==> src/rtl/brf_pkg.sv <==
`timescale 1ns / 1ps
// ----------------------------------------------------------------------------
// brf_pkg
// Types, constants and index helpers shared by the byte ring FIFO.
// ----------------------------------------------------------------------------
package brf_pkg;

  localparam int DEPTH      = 256;
  localparam int MAX_BURST  = 64;
  localparam int RING_LIMIT = (DEPTH < 256) ? DEPTH : 256;

  localparam int BYTE_W = 8;
  localparam int IDX_W  = 8;
  localparam int SIZE_W = 9;
  localparam int CMD_W  = 3;
  localparam int CNT_W  = $clog2(MAX_BURST + 1);
  localparam int RAM_AW = $clog2(DEPTH);

  localparam logic [SIZE_W-1:0] SIZE_MIN   = SIZE_W'(2);
  localparam logic [SIZE_W-1:0] SIZE_MAX   = SIZE_W'(RING_LIMIT);
  localparam logic [SIZE_W-1:0] BURST_CAP  = SIZE_W'(MAX_BURST);

  localparam logic [CMD_W-1:0] CMD_PUSH    = 3'd0;
  localparam logic [CMD_W-1:0] CMD_BURST   = 3'd1;
  localparam logic [CMD_W-1:0] CMD_PEEK_RD = 3'd2;
  localparam logic [CMD_W-1:0] CMD_ADV_RD  = 3'd3;
  localparam logic [CMD_W-1:0] CMD_PEEK_WR = 3'd4;
  localparam logic [CMD_W-1:0] CMD_ADV_WR  = 3'd5;

  typedef struct packed {
    logic [CMD_W-1:0]  command;
    logic [BYTE_W-1:0] data_byte;
    logic [SIZE_W-1:0] length;
  } in_item_t;

  typedef struct packed {
    logic [BYTE_W-1:0] read_byte;
    logic              byte_valid;
    logic              accepted;
    logic [IDX_W-1:0]  start_index;
    logic [IDX_W-1:0]  span_length;
    logic [IDX_W-1:0]  fill_level;
    logic [IDX_W-1:0]  free_count;
    logic              last;
  } out_item_t;

  // ring size and index clear from the register side, plus output-slot status
  typedef struct packed {
    logic              clear;
    logic [SIZE_W-1:0] size;
    logic              slot_free;
  } ring_ctl_t;

  typedef enum logic [1:0] {
    ST_IDLE,
    ST_BURST_READ,
    ST_BURST_SEND
  } seq_state_t;

  function automatic logic [IDX_W-1:0] ring_fill(input logic [IDX_W-1:0] w,
                                                 input logic [IDX_W-1:0] r,
                                                 input logic [SIZE_W-1:0] s);
    logic [SIZE_W-1:0] d;
    if (w >= r) d = {1'b0, w} - {1'b0, r};
    else        d = s + {1'b0, w} - {1'b0, r};
    return d[IDX_W-1:0];
  endfunction

  function automatic logic [IDX_W-1:0] ring_free(input logic [IDX_W-1:0] w,
                                                 input logic [IDX_W-1:0] r,
                                                 input logic [SIZE_W-1:0] s);
    logic [SIZE_W-1:0] d;
    if (r > w) d = {1'b0, r} - {1'b0, w} - SIZE_W'(1);
    else       d = s - SIZE_W'(1) - ({1'b0, w} - {1'b0, r});
    return d[IDX_W-1:0];
  endfunction

endpackage

==> src/rtl/brf_ram.sv <==
`timescale 1ns / 1ps
// ----------------------------------------------------------------------------
// brf_ram
// Generic simple dual-port RAM, one write port, one registered read port.
// ----------------------------------------------------------------------------
module brf_ram #(
  parameter int WIDTH = 8,
  parameter int DEPTH = 256
) (
  input  logic                     clk,
  input  logic                     we,
  input  logic [$clog2(DEPTH)-1:0] waddr,
  input  logic [WIDTH-1:0]         wdata,
  input  logic                     re,
  input  logic [$clog2(DEPTH)-1:0] raddr,
  output logic [WIDTH-1:0]         rdata
);

  logic [WIDTH-1:0] mem [DEPTH];

  always_ff @(posedge clk) begin
    if (we) begin
      mem[waddr] <= wdata;
    end
  end

  always_ff @(posedge clk) begin
    if (re) begin
      rdata <= mem[raddr];
    end
  end

endmodule

==> src/rtl/brf_seq.sv <==
`timescale 1ns / 1ps
// ----------------------------------------------------------------------------
// brf_seq
// Command sequencer: ring indices, byte store access and result building.
// ----------------------------------------------------------------------------
module brf_seq
  import brf_pkg::*;
(
  input  logic      clk,
  input  logic      rst,
  input  ring_ctl_t ring,
  input  logic      in_valid,
  output logic      in_ready,
  input  in_item_t  in_data,
  output logic      res_valid,
  output out_item_t res
);

  seq_state_t        state, state_next;
  logic [IDX_W-1:0]  wr_idx, wr_idx_next;
  logic [IDX_W-1:0]  rd_idx, rd_idx_next;
  logic [CNT_W-1:0]  cnt, cnt_next;

  logic              ram_we, ram_re;
  logic [IDX_W-1:0]  ram_raddr;
  logic [BYTE_W-1:0] ram_rdata;

  logic [IDX_W-1:0]  wr_inc, rd_inc, adv_base, adv_idx, fill_cur, free_cur;
  logic [SIZE_W-1:0] adv_sum, tend, burst_len, len_capped;
  logic              too_far;

  brf_ram #(
    .WIDTH (BYTE_W),
    .DEPTH (DEPTH)
  ) u_store (
    .clk   (clk),
    .we    (ram_we),
    .waddr (RAM_AW'(wr_idx)),
    .wdata (in_data.data_byte),
    .re    (ram_re),
    .raddr (RAM_AW'(ram_raddr)),
    .rdata (ram_rdata)
  );

  always_comb begin
    wr_inc   = (({1'b0, wr_idx} + SIZE_W'(1)) == ring.size) ? '0 : wr_idx + IDX_W'(1);
    rd_inc   = (({1'b0, rd_idx} + SIZE_W'(1)) == ring.size) ? '0 : rd_idx + IDX_W'(1);
    fill_cur = ring_fill(wr_idx, rd_idx, ring.size);
    free_cur = ring_free(wr_idx, rd_idx, ring.size);
    tend     = ring.size - {1'b0, wr_idx};
    too_far  = in_data.length > ring.size;
    adv_base = (in_data.command == CMD_ADV_RD) ? rd_idx : wr_idx;
    // sum stays below twice the size, so one subtract wraps it
    adv_sum  = {1'b0, adv_base} + in_data.length;
    adv_idx  = (adv_sum >= ring.size) ? IDX_W'(adv_sum - ring.size) : adv_sum[IDX_W-1:0];
    len_capped = (in_data.length > BURST_CAP) ? BURST_CAP : in_data.length;
    burst_len  = (len_capped > {1'b0, fill_cur}) ? {1'b0, fill_cur} : len_capped;
  end

  always_comb begin
    state_next  = state;
    wr_idx_next = wr_idx;
    rd_idx_next = rd_idx;
    cnt_next    = cnt;
    ram_we      = 1'b0;
    ram_re      = 1'b0;
    ram_raddr   = rd_idx;
    in_ready    = 1'b0;
    res_valid   = 1'b0;
    res         = '0;

    unique case (state)
      ST_IDLE: begin
        in_ready = ring.slot_free;
        if (in_valid && ring.slot_free) begin
          res.last = 1'b1;
          res_valid = 1'b1;
          unique case (in_data.command)
            CMD_PUSH: begin
              if (wr_inc != rd_idx) begin
                ram_we       = 1'b1;
                wr_idx_next  = wr_inc;
                res.accepted = 1'b1;
              end
            end
            CMD_BURST: begin
              if (burst_len != '0) begin
                res_valid  = 1'b0;
                cnt_next   = CNT_W'(burst_len);
                state_next = ST_BURST_READ;
              end
            end
            CMD_PEEK_RD: begin
              res.accepted    = 1'b1;
              res.start_index = rd_idx;
              if (wr_idx == rd_idx)     res.span_length = '0;
              else if (wr_idx > rd_idx) res.span_length = wr_idx - rd_idx;
              else                      res.span_length = IDX_W'(ring.size - {1'b0, rd_idx});
            end
            CMD_PEEK_WR: begin
              res.accepted    = 1'b1;
              res.start_index = wr_idx;
              res.span_length = ({1'b0, free_cur} < tend) ? free_cur : tend[IDX_W-1:0];
            end
            CMD_ADV_RD, CMD_ADV_WR: begin
              if (!too_far) begin
                res.accepted = 1'b1;
                if (in_data.command == CMD_ADV_RD) rd_idx_next = adv_idx;
                else                               wr_idx_next = adv_idx;
              end
            end
            default: begin
              res.accepted = 1'b0;
            end
          endcase
        end
      end
      ST_BURST_READ: begin
        ram_re     = 1'b1;
        state_next = ST_BURST_SEND;
      end
      ST_BURST_SEND: begin
        if (ring.slot_free) begin
          res_valid      = 1'b1;
          res.read_byte  = ram_rdata;
          res.byte_valid = 1'b1;
          res.accepted   = 1'b1;
          res.last       = (cnt == CNT_W'(1));
          rd_idx_next    = rd_inc;
          cnt_next       = cnt - CNT_W'(1);
          if (cnt == CNT_W'(1)) begin
            state_next = ST_IDLE;
          end else begin
            // fetch the following byte into the store's read register for the next send
            ram_re    = 1'b1;
            ram_raddr = rd_inc;
          end
        end
      end
      default: begin
        state_next = ST_IDLE;
      end
    endcase

    res.fill_level = ring_fill(wr_idx_next, rd_idx_next, ring.size);
    res.free_count = ring_free(wr_idx_next, rd_idx_next, ring.size);
  end

  always_ff @(posedge clk) begin
    if (rst) begin
      state  <= ST_IDLE;
      wr_idx <= '0;
      rd_idx <= '0;
      cnt    <= '0;
    end else begin
      state <= state_next;
      cnt   <= cnt_next;
      if (ring.clear) begin
        wr_idx <= '0;
        rd_idx <= '0;
      end else begin
        wr_idx <= wr_idx_next;
        rd_idx <= rd_idx_next;
      end
    end
  end

`ifndef SYNTHESIS
  a_wr_in_ring: assert property (@(posedge clk) disable iff (rst)
    {1'b0, wr_idx} < ring.size)
    else $error("write index outside ring");

  a_rd_in_ring: assert property (@(posedge clk) disable iff (rst)
    {1'b0, rd_idx} < ring.size)
    else $error("read index outside ring");

  a_no_push_in_burst: assert property (@(posedge clk) disable iff (rst)
    ram_we |-> state == ST_IDLE)
    else $error("store written during a burst");

  a_burst_count: assert property (@(posedge clk) disable iff (rst)
    state != ST_IDLE |-> cnt != '0)
    else $error("burst running with zero count");

  a_burst_ends: assert property (@(posedge clk) disable iff (rst)
    (res_valid && res.byte_valid && res.last) |=> state == ST_IDLE)
    else $error("burst continues past its last byte");
`endif

endmodule

==> src/rtl/byte_ring_fifo_dma_window.sv <==
`timescale 1ns / 1ps
// ----------------------------------------------------------------------------
// byte_ring_fifo_dma_window
// Byte ring FIFO with push, read burst, window peek and index advance.
// ----------------------------------------------------------------------------
// Push, peek, advance and unknown commands give a single result each: the
// result is built in the cycle the command is taken and sits in the output
// register, and the next command is taken as soon as that register is free.
// A read burst keeps the input closed until its last byte is sent: first
// a read of the byte store (one synchronous RAM with a registered read),
// then one byte per cycle while the output slot is free, each prefetching
// the next. A burst that finds nothing gives a single empty result. Output
// back-pressure stretches all of these. Writing the size register clears
// both indices; the stored bytes stay. There is no clearing pass after reset.
// ----------------------------------------------------------------------------
module byte_ring_fifo_dma_window
  import brf_pkg::*;
(
  input  logic              clk,
  input  logic              rst,
  input  logic              cfg_valid,
  output logic              cfg_ready,
  input  logic [SIZE_W-1:0] cfg_data,
  input  logic              in_valid,
  output logic              in_ready,
  input  in_item_t          in_data,
  output logic              out_valid,
  input  logic              out_ready,
  output out_item_t         out_data
);

  logic [SIZE_W-1:0] size;
  logic [SIZE_W-1:0] size_next;
  ring_ctl_t         ring;
  logic              res_valid;
  out_item_t         res;

  assign cfg_ready = 1'b1;

  always_comb begin
    if (cfg_data < SIZE_MIN)      size_next = SIZE_MIN;
    else if (cfg_data > SIZE_MAX) size_next = SIZE_MAX;
    else                          size_next = cfg_data;
  end

  always_ff @(posedge clk) begin
    if (rst) begin
      size <= SIZE_MAX;
    end else if (cfg_valid) begin
      size <= size_next;
    end
  end

  assign ring.clear     = cfg_valid;
  assign ring.size      = size;
  assign ring.slot_free = !out_valid || out_ready;

  brf_seq u_seq (
    .clk       (clk),
    .rst       (rst),
    .ring      (ring),
    .in_valid  (in_valid),
    .in_ready  (in_ready),
    .in_data   (in_data),
    .res_valid (res_valid),
    .res       (res)
  );

  // result register; the sequencer only offers a result when it is free
  always_ff @(posedge clk) begin
    if (rst) begin
      out_valid <= 1'b0;
    end else if (res_valid) begin
      out_valid <= 1'b1;
    end else if (out_ready) begin
      out_valid <= 1'b0;
    end
  end

  always_ff @(posedge clk) begin
    if (res_valid) begin
      out_data <= res;
    end
  end

endmodule

==> config.mk <==
export PLATFORM = sky130hd
export DESIGN_NAME = byte_ring_fifo_dma_window
export DESIGN_NICKNAME = d
export VERILOG_FILES = /design/src/rtl/brf_pkg.sv /design/src/rtl/brf_ram.sv /design/src/rtl/brf_seq.sv /design/src/rtl/byte_ring_fifo_dma_window.sv
export SDC_FILE = /design/constraint.sdc
export NUM_CORES = 2
export LEC_CHECK = 0
export CAP_MARGIN = 20
export CORE_AREA = 3 3 361 363
export CTS_BUF_LIST = sky130_fd_sc_hd__clkbuf_4 sky130_fd_sc_hd__clkbuf_8
export CTS_CLUSTER_DIAMETER = 200
export DETAILED_ROUTE_END_ITERATION = 8
export DIE_AREA = 0 0 364 366
export DONT_BUFFER_PORTS = 1
export PLACE_DENSITY = 0.9
export SYNTH_ARGS = -nofsm -noshare
export SYNTH_HDL_FRONTEND = slang
export SYNTH_SLANG_ARGS = --single-unit
==> constraint.sdc <==
create_clock -name clk -period 26.5 [get_ports clk]
set_clock_uncertainty 0.15 [all_clocks]
set_input_delay 3.975 -clock clk [delete_from_list [all_inputs] [get_ports clk]]
set_output_delay 3.975 -clock clk [all_outputs]
set_load 0.05 [all_outputs]
* Word level (Yosys, flattened, before mapping)
Memories as Yosys holds them, arrays and structs flattened. A register that Yosys moved wholly into a read port is not among the register bits.
Cells that the tools add are included.
** Operators by class
- Add/sub/neg operators :: 23
- Magnitude comparators :: 12
- Equal/unequal tests :: 17
- Multiplexer cells :: 67
- Reduce and logical (&&, ||, !) cells :: 15
** Operators with widths (number)
- $mux 8 :: 24
- $sub 8x8->8 :: 11
- $mux 9 :: 4
- $pmux 16 s2 :: 1
- $pmux 8 s2 :: 2
- $mux 7 :: 4
- $gt 8x8->1 :: 3
- $sub 8x1->8 const B :: 3
- $add 8x1->9 const B :: 2
- $eq 9x9->1 :: 2
- $mux 1 :: 18
- $mux 17 :: 1
- $add 8x1->8 const B :: 2
- $add 8x8->8 :: 2
- $ge 8x8->1 :: 2
- $pmux 7 s2 :: 1
- $mux 2 :: 6
- $reduce_and 5->1 :: 2
- $add 8x9->9 :: 1
- $ge 9x9->1 :: 1
- $gt 9x7->1 const B :: 1
- $gt 9x8->1 :: 1
- $gt 9x9->1 :: 1
- $gt 9x9->1 const B :: 1
- 26 further kinds :: 38
** Word-level totals
- Bits in registers :: 78
- Bits in writable memories :: 2048
- Bits of input ports :: 34
- Output and inout bits :: 46
- Word-level logic and storage cells :: 149
- Memories kept :: 1
** Memory list
- u_seq.u_store.mem :: depth 256, width 8, rd ports 1, clocked after memory_dff 1, write ports 1, line brf_ram.sv:19 : logic [WIDTH-1:0] mem [DEPTH];

* Logic depth before layout (Yosys ltp)
- Depth after elaboration :: 13
- Mapped depth :: 38
- Depth with buffers taken out :: 36

* Cells and area by module
Synthesis repeated with hierarchy kept, for this count alone.
** Unflattened totals
- Cell total of the unflattened synthesis :: 4982
- Area, all modules :: 89623.5 µm²
** By module, submodules not included
- brf_ram :: times used 1, cells an instance 3733, area each 79636.4 µm²
- brf_seq :: times used 1, cells an instance 1157, area each 8267.9 µm²
- byte_ring_fifo_dma_window :: times used 1, cells an instance 92, area each 1719.1 µm²

* Worst setup path before layout
Ideal clock, no wire load.
- Kind :: in2reg
- Start point :: input in_data[17] (netlist bit)
- End point :: register out_data[8] (netlist bit), data pin
- Data arrival time :: 10.768 ns
- Data required time :: 26.084 ns
- Slack :: 15.316 ns
- Stages on the path :: 35
- Buffers on the path :: 3
- Cells stage by stage :: clkbuf_1 nand2_1 clkbuf_1 mux2_2 ha_1 fa_1 a21o_1 a21o_1 a21o_1 a21oi_1 xnor2_1 ha_1 a21o_1 nor3_1 a21oi_1 a31oi_1 clkbuf_1 nor2_1 a21oi_1 a21oi_1 a221o_1 ha_1 fa_1 nor2_1 o32ai_1 and2_1 o21bai_1 a21oi_1 xor2_1 ha_1 and2_1 a22oi_1 o21ai_1 mux2i_1 nand4_1
** RTL lines
- start: declaration :: line byte_ring_fifo_dma_window.sv:26 : input in_item_t in_data,
- end signal: assignment :: line byte_ring_fifo_dma_window.sv:82 : out_data <= res;
- end: declaration :: line byte_ring_fifo_dma_window.sv:29 : output out_item_t out_data

==> reports/qor.txt <==
status - complete, no violations
Leak Pwr - 30.6 nW
crit path kind - input port to flop
Post-Syn Instances - 4790
crit start category - input port
post-route ant nets - 0
H-Tree Level Count - 5
total congestion overflow - 0
Setup WS post-layout - 15.44 ns
worst setup path endpoint - out_data[8]$_DFFE_PP_
Seq/Total Area, Yosys - 0.717
die width - 364 um
setup_tns - 0 ns
antenna violations before repair - 13
placed instance count - 6244
clk buf depth - 4
final hold violation count - 0
simple-gate area share of the yosys netlist - 0.0367
total wire length - 253000 um
DR vias - 52900
PwrDens - 70.9 nW/um^2
Pins Over Slew Limit - 0
ys flop type - edfxtp_1
worst vdd ir - 0.0000636 V
Mean Syn Cell Area - 18.6 um^2
multiplexer share of the synthesized area - 0.135
placed inst area - 90300 um^2
NumNets Final - 5103
relative max-transition margin - 0.0442
Final GP Congestion - 0.997
First-pass DRT Iterations - 9
# setup viols final - 0
vias in the first global route - 51600
mapped cell area - 88900 um^2
post-DP HPWL - 142000 um
Tmin final - 11.06 ns
Finished Layout Cells - 6842
Initial DRC Count - 9560
post-route cell area - 96600 um^2
reg2reg end - u_seq.u_store.rdata[1]$_DFFE_PP_
area grow syn2layout - 8.68%
GRT Resource Usage Total - 0.386
Worst-Margin Slew - 1.43 ns
CTS Root Buffer Type - clkbuf_8
post-DR vias/cell - 7.73
R2R cell count - 16
postcts setup bufs - 0
core footprint - 127000 um^2
Distinct cells, synth - 84
Critical Path AT - 11.69 ns
row cnt - 131
worst reg2reg path startpoint - u_seq.rd_idx[1]$_SDFF_PP0_
CTS tree - yes
syn nets - 4967
FFs w/ async S/R, synth - 0
hold_ws - 0.322 ns
main combinational cell family by area after synthesis - multiplexers
Synth Area in Compound Gates - 0.0582
Worst-path clk slew - 0.07 ns
chip height - 366 um
crit-path max cell delay - 0.56 ns
CTS Buf Count - 337
pin count of the biggest net entering global routing - 257
Worst Path Max Fanout - 22
max-cap viol count - 0
min-delay worst type - flop to flop
Skew-Pair Late Insertion Delay - 1.06 ns
pre-CTS setup slack - 14.58 ns
RSZ-0062 raised after global routing - no
Post-CTS Resized - 0
Achievable Freq - 90.4 MHz
io pins - 80
reg2reg setup slack - 17.90 ns
Port Buf Inserts - 0
final critical-path share of the clock period - 0.417
Worst setup startpoint - in_data[18]
XOR/XNOR Fraction of Synth Area - 0.0105
Yosys reg bits - 2134
Initial Utilization - 0.698
drc violations - 0
first-pass GRT wire length - 366000 um
WP data required - 27.13 ns
WL/cell - 37.0 um
share of layout cells above drive strength 1 - 0.217
Slowest cell on crit path - a222oi_1
Crit. End Element - flop
Post-synth EDFFs - 2099
yosys warns - 0
die area - 133000 um^2
post-synthesis adder-cell area fraction - 0.0224
CTS Sinks - 2134
cts hold-fix bufs - 0
[critical path, delay by kind of cell]
| kind | cells | cell delay (ns) |
|---|---|---|
| simple gates | 6 | 1.26 |
| buf+inv | 3 | 0.57 |
| fa+ha+maj | 5 | 1.83 |
| mux | 3 | 0.91 |
| xor+xnor | 2 | 0.40 |
| compound gates | 15 | 2.71 |
[how the worst min path moves through the flow]
stage,startpoint,to,depth (start not counted)
finish,u_seq.cnt[6]$_SDFFE_PP0P_,u_seq.cnt[6]$_SDFFE_PP0P_,2
global route,u_seq.cnt[6]$_SDFFE_PP0P_,u_seq.cnt[6]$_SDFFE_PP0P_,2
CTS,u_seq.cnt[6]$_SDFFE_PP0P_,u_seq.cnt[6]$_SDFFE_PP0P_,2
detailed placement,u_seq.cnt[6]$_SDFFE_PP0P_,u_seq.cnt[6]$_SDFFE_PP0P_,2
global placement,u_seq.cnt[6]$_SDFFE_PP0P_,u_seq.cnt[6]$_SDFFE_PP0P_,2
floorplan,u_seq.cnt[6]$_SDFFE_PP0P_,u_seq.cnt[6]$_SDFFE_PP0P_,2
[metal layers]
| metal | track usage | share of wire |
|---|---|---|
| met1 | 0.499 | 0.31 |
| met2 | 0.583 | 0.47 |
| met3 | 0.123 | 0.14 |
| met4 | 0.228 | 0.078 |
| met5 | 0 | 0.00016 |
[synth_stat cells, types with 74 or more instances]
master    instances  area share
edfxtp_1       2099        0.71
mux4_2          512        0.13
nor2_1          383       0.016
nand2_1         186      0.0079
a22oi_1         139       0.012
clkbuf_1        139      0.0059
ha_1            122       0.017
inv_1           114      0.0048
a21oi_1         111      0.0062
xnor2_1          76      0.0075
a221oi_1         74      0.0073
buf_2            74      0.0042
[area by class of cell]
type | count | area (um^2)
clock buffer | 430 | 5370
inverter | 116 | 435
antenna | 21 | 52.6
clock inverter | 142 | 851
fill | 5943 | 30700
multi-input combinational | 2265 | 23400
tap | 1662 | 2080
timing repair buffer | 72 | 639
sequential | 2134 | 63700
[cell usage in the layout (no fill, tap or decap), drive strengths merged, types with 79 or more instances in the layout]
| cell | n |
|---|---|
| edfxtp | 2099 |
| mux4 | 512 |
| clkbuf | 431 |
| nor2 | 385 |
| nand2 | 186 |
| a22oi | 139 |
| clkinv | 127 |
| ha | 122 |
| inv | 117 |
| a21oi | 111 |
| a221oi | 84 |
| o21ai | 79 |
[where the power goes]
group	leakage, nW	switching [W]	internal, W
combinational	8.08	0.000213	0.000137
clock	3.29	0.00132	0.00141
sequential	19.2	0.0000522	0.00373
total	30.6	0.00158	0.00527
[metrics by stage]
stage,power [W],utilization
2_1_floorplan,0.00409,-
3_3_place_gp,0.00417,0.709
6_report,0.00685,0.759
4_1_cts,0.00683,0.758
5_1_grt,0.00701,0.758
3_5_place_dp,0.00418,0.709
[logic make-up (layout without fill, tap and decap cells)]
group / Yosys count / after routing
DFF: 2134 / 2134
and+or+nand+nor: 748 / 748
AOI/OAI and AO/OA: 710 / 710
muxes: 556 / 556
buffers and inverters: 391 / 760
adders and majority gates: 147 / 147
xor gates and xnor gates: 102 / 102
other: 2 / 23
[registers in the layout (all words and copies together) (netlist names)]
name and flops:
out_data 43, out_valid 1, size 9, u_seq.cnt 7, u_seq.rd_idx 8, u_seq.state 2
u_seq.u_store.mem 2048, u_seq.u_store.rdata 8, u_seq.wr_idx 8
No activity file was read; power rests on OpenSTA's default activity.
